--- src/sv/ddt_pkg.sv ---
// ----------------------------------------------------------------------------
// Dual debounced tachometer package
// Shared constants, item kind codes and lane control type.
// ----------------------------------------------------------------------------
package ddt_pkg;

    // Debounce depth: stable high samples needed after a low one.
    localparam int STABLE_SAMPLES = 12;

    // Item kind codes.
    localparam logic [1:0] KIND_TICK      = 2'd0;
    localparam logic [1:0] KIND_CLR_LEFT  = 2'd1;
    localparam logic [1:0] KIND_CLR_RIGHT = 2'd2;

    // Register indexes on the configuration port.
    localparam logic REG_HOLES    = 1'b0;
    localparam logic REG_INTERVAL = 1'b1;

    // Register reset values.
    localparam logic [7:0]  HOLES_RESET    = 8'd20;
    localparam logic [15:0] INTERVAL_RESET = 16'd1000;

    // Milliseconds per minute, the dividend of the scale computation.
    localparam int MS_PER_MINUTE = 60 * 1000;

    // Width of the shared divider and of the scale factor.
    localparam int DIV_BITS = 16;

    // Scale that matches the register reset values, worked out at elaboration.
    localparam logic [DIV_BITS-1:0] SCALE_RESET =
        DIV_BITS'((MS_PER_MINUTE / int'(HOLES_RESET)) / int'(INTERVAL_RESET));

    // Per-lane control for one accepted item.
    typedef struct packed {
        logic tick;    // tick item accepted
        logic clear;   // clear item for this lane accepted
        logic survey;  // survey deadline passed on this tick
    } t_lane_ctl;

endpackage

--- src/sv/ddt_in_if.sv ---
// ----------------------------------------------------------------------------
// Tachometer input channel
// Valid/ready channel carrying one tick or clear word.
// ----------------------------------------------------------------------------
interface ddt_in_if;
    logic        valid;
    logic        ready;
    logic [1:0]  kind;
    logic        left_sample;
    logic        right_sample;
    logic [31:0] now_ms;

    modport source (output valid, kind, left_sample, right_sample, now_ms, input ready);
    modport sink   (input valid, kind, left_sample, right_sample, now_ms, output ready);
endinterface

--- src/sv/ddt_out_if.sv ---
// ----------------------------------------------------------------------------
// Tachometer result channel
// Valid/ready channel carrying both speeds and both step totals.
// ----------------------------------------------------------------------------
interface ddt_out_if;
    logic        valid;
    logic        ready;
    logic [15:0] left_rpm;
    logic [15:0] right_rpm;
    logic [31:0] left_steps;
    logic [31:0] right_steps;

    modport source (output valid, left_rpm, right_rpm, left_steps, right_steps, input ready);
    modport sink   (input valid, left_rpm, right_rpm, left_steps, right_steps, output ready);
endinterface

--- src/sv/ddt_lane.sv ---
// ----------------------------------------------------------------------------
// Tachometer lane
// Debounce history, interval counter, step total and speed of one sensor.
// ----------------------------------------------------------------------------
module ddt_lane #(
    parameter int STABLE_SAMPLES = ddt_pkg::STABLE_SAMPLES
) (
    input  logic                         i_clk,
    input  logic                         i_rst_n,
    input  ddt_pkg::t_lane_ctl           i_ctl,
    input  logic                         i_sample,
    input  logic [ddt_pkg::DIV_BITS-1:0] i_scale,
    output logic [15:0]                  o_speed_next,
    output logic [31:0]                  o_steps_next
);

    // History bits forced high above the stable window, and the pulse pattern.
    localparam logic [15:0] HIST_FORCED = 16'(16'hffff << (STABLE_SAMPLES + 1));
    localparam logic [15:0] HIST_PULSE  = HIST_FORCED | 16'(16'h1 << STABLE_SAMPLES);

    logic [15:0] r_history, n_history;
    logic [15:0] r_count,   n_count;
    logic [31:0] r_steps,   n_steps;
    logic [15:0] r_speed,   n_speed;

    logic [31:0] product;
    logic [15:0] speed_sat;
    logic [15:0] count_base;
    logic        pulse;

    // Speed from the interval count, saturated to 16 bits.
    assign product   = 32'(i_scale) * 32'(r_count);
    assign speed_sat = (|product[31:16]) ? 16'hffff : product[15:0];

    // Next state: survey first, then debounce and count; a clear zeroes the interval count and step total.
    always_comb begin
        n_history = r_history;
        n_count   = r_count;
        n_steps   = r_steps;
        n_speed   = r_speed;
        count_base = i_ctl.survey ? 16'd0 : r_count;
        pulse = 1'b0;
        if (i_ctl.tick) begin
            if (i_ctl.survey) begin
                n_speed = speed_sat;
            end
            n_history = {r_history[14:0], ~i_sample} | HIST_FORCED;
            pulse     = (n_history == HIST_PULSE);
            n_count   = count_base;
            if (pulse) begin
                if (count_base != 16'hffff) begin
                    n_count = count_base + 16'd1;
                end
                n_steps = r_steps + 32'd1;
            end
        end else if (i_ctl.clear) begin
            n_count = 16'd0;
            n_steps = 32'd0;
        end
    end

    // Lane state registers.
    always_ff @(posedge i_clk) begin
        if (!i_rst_n) begin
            r_history <= '0;
            r_count   <= '0;
            r_steps   <= '0;
            r_speed   <= '0;
        end else begin
            r_history <= n_history;
            r_count   <= n_count;
            r_steps   <= n_steps;
            r_speed   <= n_speed;
        end
    end

    assign o_speed_next = n_speed;
    assign o_steps_next = n_steps;

endmodule

--- src/sv/ddt_scale_div.sv ---
// ----------------------------------------------------------------------------
// Tachometer scale divider
// Restoring divider, one quotient bit per cycle, run twice to form
// (minute / holes) / interval.
// ----------------------------------------------------------------------------
module ddt_scale_div (
    input  logic                         i_clk,
    input  logic                         i_rst_n,
    input  logic                         i_start,
    input  logic [7:0]                   i_holes,
    input  logic [15:0]                  i_interval,
    output logic [ddt_pkg::DIV_BITS-1:0] o_scale,
    output logic                         o_busy
);

    localparam int W  = ddt_pkg::DIV_BITS;
    localparam int CW = $clog2(W);
    localparam logic [CW-1:0] LAST_STEP = CW'(W - 1);
    localparam logic [W-1:0]  DIVIDEND  = W'(ddt_pkg::MS_PER_MINUTE);

    typedef enum logic [1:0] {S_IDLE, S_PASS1, S_PASS2} t_state;

    t_state        r_state;
    logic [W-1:0]  r_rem;
    logic [W-1:0]  r_quo;
    logic [CW-1:0] r_cnt;
    logic [W-1:0]  r_scale;

    logic [W-1:0]  divisor;
    logic [W:0]    trial;
    logic          fits;
    logic [W-1:0]  n_rem;
    logic [W-1:0]  n_quo;

    // One restoring step on the current pass.
    always_comb begin
        divisor = (r_state == S_PASS1) ? W'(i_holes) : W'(i_interval);
        trial   = {r_rem, r_quo[W-1]};
        fits    = (trial >= {1'b0, divisor});
        n_rem   = fits ? W'(trial - {1'b0, divisor}) : trial[W-1:0];
        n_quo   = {r_quo[W-2:0], fits};
    end

    // Sequencer and result register.
    always_ff @(posedge i_clk) begin
        if (!i_rst_n) begin
            r_state <= S_IDLE;
            r_cnt   <= '0;
            r_scale <= ddt_pkg::SCALE_RESET;
        end else if (i_start) begin
            r_cnt <= '0;
            r_rem <= '0;
            r_quo <= DIVIDEND;
            if (i_holes == 8'd0 || i_interval == 16'd0) begin
                r_scale <= '0;
                r_state <= S_IDLE;
            end else begin
                r_state <= S_PASS1;
            end
        end else begin
            case (r_state)
                S_PASS1: begin
                    r_cnt <= r_cnt + 1'b1;
                    if (r_cnt == LAST_STEP) begin
                        r_state <= S_PASS2;
                        r_rem   <= '0;
                        r_quo   <= n_quo;
                    end else begin
                        r_rem <= n_rem;
                        r_quo <= n_quo;
                    end
                end
                S_PASS2: begin
                    r_cnt <= r_cnt + 1'b1;
                    r_rem <= n_rem;
                    r_quo <= n_quo;
                    if (r_cnt == LAST_STEP) begin
                        r_scale <= n_quo;
                        r_state <= S_IDLE;
                    end
                end
                default: begin
                    r_state <= S_IDLE;
                end
            endcase
        end
    end

    assign o_scale = r_scale;
    assign o_busy  = (r_state != S_IDLE);

endmodule

--- src/sv/dual_debounced_tachometer_unit.sv ---
// ----------------------------------------------------------------------------
// Dual debounced tachometer
// Two optical sensor lanes with debouncing, step totals and periodic speed.
// ----------------------------------------------------------------------------
// Usage:
// Input words arrive on i_in: a tick carries both raw pin samples and the
// millisecond time, a clear word zeroes one side's step total and interval
// count. Every accepted word yields one result word on o_out with both
// speeds (rpm, saturated) and both step totals after that word's update.
// Throughput is one word per cycle while the divider is idle; the result
// is registered in the cycle after acceptance. The output register is
// loaded whenever it is empty or being taken, so a stalled receiver holds
// the input off only while a result is still waiting.
// The APB port holds encoder_holes (byte address 0) and survey_interval_ms
// (byte address 4). A write restarts the scale divider, which, after a
// registered start, forms one quotient bit per cycle over two passes;
// i_in.ready stays low until it finishes.
// Reset clears all lane state, disarms the survey deadline and loads the
// scale that matches the register reset values, so words are taken at once.
// ----------------------------------------------------------------------------
module dual_debounced_tachometer_unit #(
    parameter int STABLE_SAMPLES = ddt_pkg::STABLE_SAMPLES
) (
    input  logic        i_clk,
    input  logic        i_rst_n,
    ddt_in_if.sink      i_in,
    ddt_out_if.source   o_out,
    input  logic        psel,
    input  logic        penable,
    input  logic        pwrite,
    input  logic [2:0]  paddr,
    input  logic [31:0] pwdata,
    output logic [31:0] prdata,
    output logic        pready
);

    logic [7:0]  r_holes;
    logic [15:0] r_interval;
    logic        r_div_start;
    logic [31:0] r_deadline, n_deadline;
    logic        r_armed,    n_armed;

    logic        r_out_valid;
    logic [15:0] r_left_rpm, r_right_rpm;
    logic [31:0] r_left_steps, r_right_steps;

    logic                         cfg_wr;
    logic [ddt_pkg::DIV_BITS-1:0] scale;
    logic                         div_busy;
    logic                         accept;
    logic                         acc_tick;
    logic                         survey;
    logic [31:0]                  elapsed;
    ddt_pkg::t_lane_ctl           left_ctl, right_ctl;
    logic [15:0]                  left_speed_next, right_speed_next;
    logic [31:0]                  left_steps_next, right_steps_next;

    // Configuration port.
    assign pready = 1'b1;
    assign cfg_wr = psel && penable && pwrite && pready;
    assign prdata = (paddr[2] == ddt_pkg::REG_INTERVAL) ? {16'd0, r_interval}
                                                        : {24'd0, r_holes};

    always_ff @(posedge i_clk) begin
        if (!i_rst_n) begin
            r_holes     <= ddt_pkg::HOLES_RESET;
            r_interval  <= ddt_pkg::INTERVAL_RESET;
            r_div_start <= 1'b0;
        end else begin
            r_div_start <= cfg_wr;
            if (cfg_wr) begin
                if (paddr[2] == ddt_pkg::REG_HOLES) begin
                    r_holes <= pwdata[7:0];
                end else begin
                    r_interval <= pwdata[15:0];
                end
            end
        end
    end

    // Scale factor divider.
    ddt_scale_div u_div (
        .i_clk      (i_clk),
        .i_rst_n    (i_rst_n),
        .i_start    (r_div_start),
        .i_holes    (r_holes),
        .i_interval (r_interval),
        .o_scale    (scale),
        .o_busy     (div_busy)
    );

    // Input handshake: blocked while the scale is being recomputed or a result waits.
    assign i_in.ready = !div_busy && !r_div_start && (!r_out_valid || o_out.ready);
    assign accept     = i_in.valid && i_in.ready;
    assign acc_tick   = accept && (i_in.kind == ddt_pkg::KIND_TICK);

    // Survey deadline; passed means the wrapped difference is small and positive.
    assign elapsed = i_in.now_ms - r_deadline;
    always_comb begin
        n_deadline = r_deadline;
        n_armed    = r_armed;
        survey     = 1'b0;
        if (acc_tick) begin
            if (!r_armed) begin
                n_deadline = i_in.now_ms + 32'(r_interval);
                n_armed    = 1'b1;
            end else if (elapsed != 32'd0 && !elapsed[31]) begin
                survey     = 1'b1;
                n_deadline = i_in.now_ms + 32'(r_interval);
            end
        end
    end

    always_ff @(posedge i_clk) begin
        if (!i_rst_n) begin
            r_deadline <= '0;
            r_armed    <= 1'b0;
        end else begin
            r_deadline <= n_deadline;
            r_armed    <= n_armed;
        end
    end

    // Lane controls.
    always_comb begin
        left_ctl.tick    = acc_tick;
        left_ctl.survey  = survey;
        left_ctl.clear   = accept && (i_in.kind == ddt_pkg::KIND_CLR_LEFT);
        right_ctl.tick   = acc_tick;
        right_ctl.survey = survey;
        right_ctl.clear  = accept && (i_in.kind == ddt_pkg::KIND_CLR_RIGHT);
    end

    ddt_lane #(.STABLE_SAMPLES(STABLE_SAMPLES)) u_left (
        .i_clk        (i_clk),
        .i_rst_n      (i_rst_n),
        .i_ctl        (left_ctl),
        .i_sample     (i_in.left_sample),
        .i_scale      (scale),
        .o_speed_next (left_speed_next),
        .o_steps_next (left_steps_next)
    );

    ddt_lane #(.STABLE_SAMPLES(STABLE_SAMPLES)) u_right (
        .i_clk        (i_clk),
        .i_rst_n      (i_rst_n),
        .i_ctl        (right_ctl),
        .i_sample     (i_in.right_sample),
        .i_scale      (scale),
        .o_speed_next (right_speed_next),
        .o_steps_next (right_steps_next)
    );

    // Output register merging both lanes.
    always_ff @(posedge i_clk) begin
        if (!i_rst_n) begin
            r_out_valid <= 1'b0;
        end else if (accept) begin
            r_out_valid <= 1'b1;
        end else if (o_out.ready) begin
            r_out_valid <= 1'b0;
        end
    end

    always_ff @(posedge i_clk) begin
        if (accept) begin
            r_left_rpm    <= left_speed_next;
            r_right_rpm   <= right_speed_next;
            r_left_steps  <= left_steps_next;
            r_right_steps <= right_steps_next;
        end
    end

    assign o_out.valid       = r_out_valid;
    assign o_out.left_rpm    = r_left_rpm;
    assign o_out.right_rpm   = r_right_rpm;
    assign o_out.left_steps  = r_left_steps;
    assign o_out.right_steps = r_right_steps;

    // Assertions.
    a_accept_gives_result: assert property (@(posedge i_clk) disable iff (!i_rst_n)
        accept |=> o_out.valid)
        else $error("accepted word produced no result");

    a_first_tick_arms: assert property (@(posedge i_clk) disable iff (!i_rst_n)
        (acc_tick && !r_armed) |=> r_armed)
        else $error("first tick did not arm the deadline");

    a_clear_left_zero: assert property (@(posedge i_clk) disable iff (!i_rst_n)
        (accept && i_in.kind == ddt_pkg::KIND_CLR_LEFT) |=> (o_out.left_steps == 32'd0))
        else $error("left clear did not zero the step total");

    a_cfg_stalls_input: assert property (@(posedge i_clk) disable iff (!i_rst_n)
        cfg_wr |=> ##1 (div_busy || scale == '0))
        else $error("configuration write did not restart the divider");

endmodule

--- src/flat_wrapper.sv ---
// flat-port wrapper written by rule: the top's interface ports become plain ports
module dual_debounced_tachometer_unit_flat 
#(
    parameter int STABLE_SAMPLES = ddt_pkg::STABLE_SAMPLES
)
  (i_clk, i_rst_n, psel, penable, pwrite, paddr, pwdata, prdata, pready, i_in_valid, i_in_kind, i_in_left_sample, i_in_right_sample, i_in_now_ms, i_in_ready, o_out_valid, o_out_left_rpm, o_out_right_rpm, o_out_left_steps, o_out_right_steps, o_out_ready);
  ddt_in_if i_in_i ();
  ddt_out_if o_out_i ();
  input  logic i_clk;
  input  logic i_rst_n;
  input  logic psel;
  input  logic penable;
  input  logic pwrite;
  input  logic [2:0] paddr;
  input  logic [31:0] pwdata;
  output logic [31:0] prdata;
  output logic pready;
  input wire logic [$bits(i_in_i.valid)-1:0] i_in_valid;
  input wire logic [$bits(i_in_i.kind)-1:0] i_in_kind;
  input wire logic [$bits(i_in_i.left_sample)-1:0] i_in_left_sample;
  input wire logic [$bits(i_in_i.right_sample)-1:0] i_in_right_sample;
  input wire logic [$bits(i_in_i.now_ms)-1:0] i_in_now_ms;
  output wire logic [$bits(i_in_i.ready)-1:0] i_in_ready;
  output wire logic [$bits(o_out_i.valid)-1:0] o_out_valid;
  output wire logic [$bits(o_out_i.left_rpm)-1:0] o_out_left_rpm;
  output wire logic [$bits(o_out_i.right_rpm)-1:0] o_out_right_rpm;
  output wire logic [$bits(o_out_i.left_steps)-1:0] o_out_left_steps;
  output wire logic [$bits(o_out_i.right_steps)-1:0] o_out_right_steps;
  input wire logic [$bits(o_out_i.ready)-1:0] o_out_ready;
  assign i_in_i.valid = i_in_valid;
  assign i_in_i.kind = i_in_kind;
  assign i_in_i.left_sample = i_in_left_sample;
  assign i_in_i.right_sample = i_in_right_sample;
  assign i_in_i.now_ms = i_in_now_ms;
  assign i_in_ready = i_in_i.ready;
  assign o_out_valid = o_out_i.valid;
  assign o_out_left_rpm = o_out_i.left_rpm;
  assign o_out_right_rpm = o_out_i.right_rpm;
  assign o_out_left_steps = o_out_i.left_steps;
  assign o_out_right_steps = o_out_i.right_steps;
  assign o_out_i.ready = o_out_ready;
  dual_debounced_tachometer_unit #(.STABLE_SAMPLES(STABLE_SAMPLES)) u_core (.i_clk(i_clk), .i_rst_n(i_rst_n), .i_in(i_in_i), .o_out(o_out_i), .psel(psel), .penable(penable), .pwrite(pwrite), .paddr(paddr), .pwdata(pwdata), .prdata(prdata), .pready(pready));
endmodule
--- config.mk ---
export PLATFORM = sky130hd
export DESIGN_NAME = dual_debounced_tachometer_unit_flat
export DESIGN_NICKNAME = d
export VERILOG_FILES = /design/src/sv/ddt_pkg.sv /design/src/sv/ddt_in_if.sv /design/src/sv/ddt_out_if.sv /design/src/sv/ddt_lane.sv /design/src/sv/ddt_scale_div.sv /design/src/sv/dual_debounced_tachometer_unit.sv /design/src/flat_wrapper.sv
export SDC_FILE = /design/constraint.sdc
export NUM_CORES = 2
export LEC_CHECK = 0
export ABC_AREA = 1
export BUFFER_PORTS_ARGS = -buffer_cell sky130_fd_sc_hd__buf_2
export CAP_MARGIN = 0
export CORE_MARGIN = 2
export CORE_UTILIZATION = 28
export DETAILED_ROUTE_END_ITERATION = 8
export SLEW_MARGIN = 0
export SYNTH_ARGS = -nofsm -noshare
export SYNTH_HDL_FRONTEND = slang
export SYNTH_SLANG_ARGS = --single-unit
export TNS_END_PERCENT = 30
--- constraint.sdc ---
create_clock -name i_clk -period 15 [get_ports i_clk]
set_input_delay 0.75 -clock i_clk [delete_from_list [all_inputs] [get_ports i_clk]]
set_output_delay 0.75 -clock i_clk [all_outputs]
set_load 0.02 [all_outputs]
==> results.md <==
- Crit path kind: flip-flop to flip-flop
- Total of flip-flops plus latches after synthesis: 361
- Maximum clock frequency: 127.9 MHz
- Final-stage net count: 5963
- Largest family of logic cells by synthesized area: adder cells
- Congestion Overflow GR: 0
- IO buf count: 173
- Share of synthesized registers carrying an async set or reset: 0%
- Synth warn: 0
- Commonest register cell after synthesis: dfxtp_1
- Mean number of vias per cell: 4.548
- Core utilization of the finished layout: 31.12%
- Share of the clock period used by the worst path after layout: 52.14%
- DRT Wirelength: 96.93 mm
- Area share of the largest cell type after synthesis: 20.70%
- Cells resized by post-CTS repair: 0
- Number of inserted diodes: 0
- Detailed-routing iteration count for the pre-antenna-repair pass: 5
- Class of the tightest hold or removal check: primary input to flip-flop
- Number of remaining DRC errors: 0
- Cell at the slowest stage of the critical path: dfxtp_1
- Proportion of total power due to net switching: 28.03%
- Half-perimeter wire length after detailed placement: 71.97 mm
- Post-CTS Setup Repair Bufs: 0
- Biggest area contributors in the synthesized netlist: fa_1, nand2_1, dfxtp_1
- Area used by multi-input combinational logic: 24220 um^2
- Slowest stage delay, CP: 0.99 ns
- Standard-cell row count: 134
- Total Neg Setup Slack: 0 ns
- Top Ports: 209
- Hold buffer count at cts: 0
- Placed Instances: 6941
- Internal cell power: 0.001747 W
- Adder-Cell Fraction of Synth Area: 29.93%
- Die Outline Area: 138000 um^2
- Largest net degree at the start of global routing: 84
- Post-route minimum period: 7.822 ns
- Category of the worst setup path capture point: flip-flop
- Clock-pin slew on the worst setup and hold paths: 0.06 ns
- Detailed router's first-iteration violation count: 2024
- Setup repair after global routing missed its margin: false
- Post-synthesis cell count: 5181
- Routed via count: 31900
- Die width: 371.5 um
- Biggest area consumer among synthesized cells: fa_1
- Simple logic cell fraction of the synthesized area: 22.52%
- Number of antenna violations at the first check in global routing: 1
- Fin. max-slew vios: 0
- Portion of the post-synthesis area used by sequential elements: 22.50%
- Seq pwr share: 43.8%
- TritonCTS Buffers: 40
- Number of flops mapped to enable cells by yosys: 128
- Clock tree from TritonCTS: done
- Multiplexer share of the synthesized area: 0%
- Final antenna-violating net count: 0
- Max Cap Viol: 0
- Leakage power total: 21.07 nW
- Clock latency on the worst-skew pair: 0.59 ns
- Worst slew slack as a fraction of its limit: 10.40%
- Arrival time reported for the critical path endpoint: 8.09 ns
- Worst endpoint required time: 15.27 ns
- Global-route wire length before repair: 161.4 mm
- Final instance area: 41640 um^2
- Vias in the first global route: 31900
- Register cell area after layout: 8513 um^2
- Floorplan Core Area: 133800 um^2
- Most used cell along the critical path: fa_1
- Synth Area in Compound Gates: 8.667%
- PwrDens: 58.31 nW/um^2
- Placed cell areas: 40250 um^2
- Fraction of power consumed by the clock network: 43.4%
- Post-Synthesis Mean Instance Area: 7.300 um^2
- Crit Path Max Fanout: 19
- Number of buffers and inverters on the critical path: 3
- Non-filler instance count after layout: 7014
- Category of cells accounting for the largest share of critical-path delay: adder cells
- Count of different cell masters after synthesis: 56
- Count of H-tree levels built during CTS: 2
- RePlAce Congestion: 0.9011
- Relative contribution of combinational cells to total power: 12.8%
- Starting density of the core: 28.27%
- Fraction of layout instances using a drive strength above 1: 6.958%
- WL/cell: 13.82 um
- Total number of clock tree sinks: 361
- Overall die height: 371.5 um
- Setup violations, final: 0
- Area added between synthesis and finish: 10.09%
- Buffers from clock root to sink, at most: 3
- Final count of hold timing violations: 0
- Worst Skew: 0.03066 ns
- Nature of the critical path startpoint: flip-flop
- Clk root buf: clkbuf_16
- Result of the run: finished clean
- Number of fill cells in the layout: 14398
- Synth Cell Area: 37820 um^2
- CP cell instances: nand2_1 -> fa_1 -> fa_1 -> inv_1 -> fa_1 -> inv_1 -> fa_1 -> fa_1 -> fa_1 -> inv_1 -> ha_1 -> nand2_1 -> nor4_1 -> a21oi_1 -> nor3_1 -> nor2_1 -> xnor2_1 -> nor2_1 -> nand2_1 -> nor2_1 -> nand2_1 -> o21ai_0 -> nand2_1
- Synth Area in XOR/XNOR: 2.733%
- Total global routing track utilization: 14.18%
- Transition at the pin with the smallest max-transition slack: 1.335 ns
- Switching power summed over all nets: 0.0006807 W
- Worst VDD drop: 0.00006076 V
[flip-flops by register name (all words and copies together), names as in the netlist, 16 cells and up]
register	cells
u_core.o_out.left_steps	32
u_core.o_out.right_steps	32
u_core.r_deadline	32
u_core.u_left.r_steps	32
u_core.u_right.r_steps	32
u_core.o_out.left_rpm	16
u_core.o_out.right_rpm	16
u_core.r_interval	16
u_core.u_div.o_scale	16
u_core.u_div.r_quo	16
u_core.u_div.r_rem	16
u_core.u_left.r_count	16
u_core.u_left.r_speed	16
u_core.u_right.r_count	16
u_core.u_right.r_speed	16
[cells by family after synthesis]
family | Yosys count
simple gates | 2069
buf+inv | 1342
fa+ha+maj | 670
compound gates | 619
flops | 361
xor+xnor | 118
other cells | 2
[power groups by stage]
stage | Clock [W] | Sequential (W) | Combinational [W]
after CTS | 0.00108 | 0.00106 | 0.000312
after floorplan | 0 | 0.00109 | 0.000208
final | 0.00105 | 0.00106 | 0.000311
after global routing | 0.00112 | 0.00107 | 0.000351
after global placement | 0 | 0.00108 | 0.000309
after detailed placement | 0 | 0.00109 | 0.000311
[worst paths after layout]
path | start | endpoint | slack [ns] | depth (start not counted)
setup / recovery | u_core.u_right.r_count[1] | u_core.o_out.right_rpm[2] | 7.18 | 23
hold / removal | pwdata[9] | u_core.r_interval[9] | 0.38 | 3
setup reg to reg | u_core.u_right.r_count[1] | u_core.o_out.right_rpm[2] | 7.18 | 23
hold reg to reg | u_core.u_left.r_speed[13] | u_core.u_left.r_speed[13] | 0.47 | 2
[cell usage after synthesis, types with 6 or more instances]
cell type  instances
fa_1             391
o21ai_0          216
a21oi_1          325
xnor2_1           41
xor2_1            77
a21o_1             6
o21ai_1            6
clkbuf_1         175
nand2_1         1364
nor3_1            53
or2_2             22
nor4_1            23
o21bai_1          10
nor3_2             6
a31oi_1           16
nor2_1           315
nand3_1          192
ha_1             279
o21a_1             6
nor2_2            12
inv_1           1083
inv_2             23
nand2_2            9
nand4_1           47
buf_2              8
edfxtp_1         128
dfxtp_1          233
o211ai_1           8
buf_4             19
buf_1             25
[worst min-delay path: cells and delay by family]
kind / cells / cell delay, ns
and+or+nand+nor: 2 / 0.11
buffers and inverters: 1 / 0.08
[cell type report]
type	count	area share (%)
Sequential cell	361	20.45
Clock buffer	43	2.482
Clock inverter	30	0.8414
Inverter	1111	10.03
Multi-Input combinational cell	3493	58.17
Timing Repair Buffer	208	2.710
Tap cell	1768	5.313
[cell usage in the layout, fill, tap and decap left out, drive strengths merged, types with 43 or more instances in the layout]
master and instances:
nand4 47, fa 391, inv 1108, clkbuf 43, ha 279, dfxtp 233
nor2 330, nand3 195, o21ai 222, buf 208, edfxtp 128, nor3 59
xor2 77, nand2 1375, a21oi 326
[stage by stage]
stage,power (W),setup WS (ns),hold slack (ns)
detailed placement,0.001396,7.228,0.4638
global route,0.002534,6.798,0.3816
global placement,0.001393,7.312,0.4592
finish,0.002428,7.178,0.3791
floorplan,0.001302,8.359,0.4331
CTS,0.002457,7.207,0.3461
[routing by layer]
metal	routed length (um)	up-vias	global-route usage, %
li1	-	15894	-
met1	43380	15204	18.32
met2	47010	680	25.08
met3	4304	120	1.293
met4	2228	2	3.986
met5	13	-	0
No activity file was read; power rests on OpenSTA's default activity.
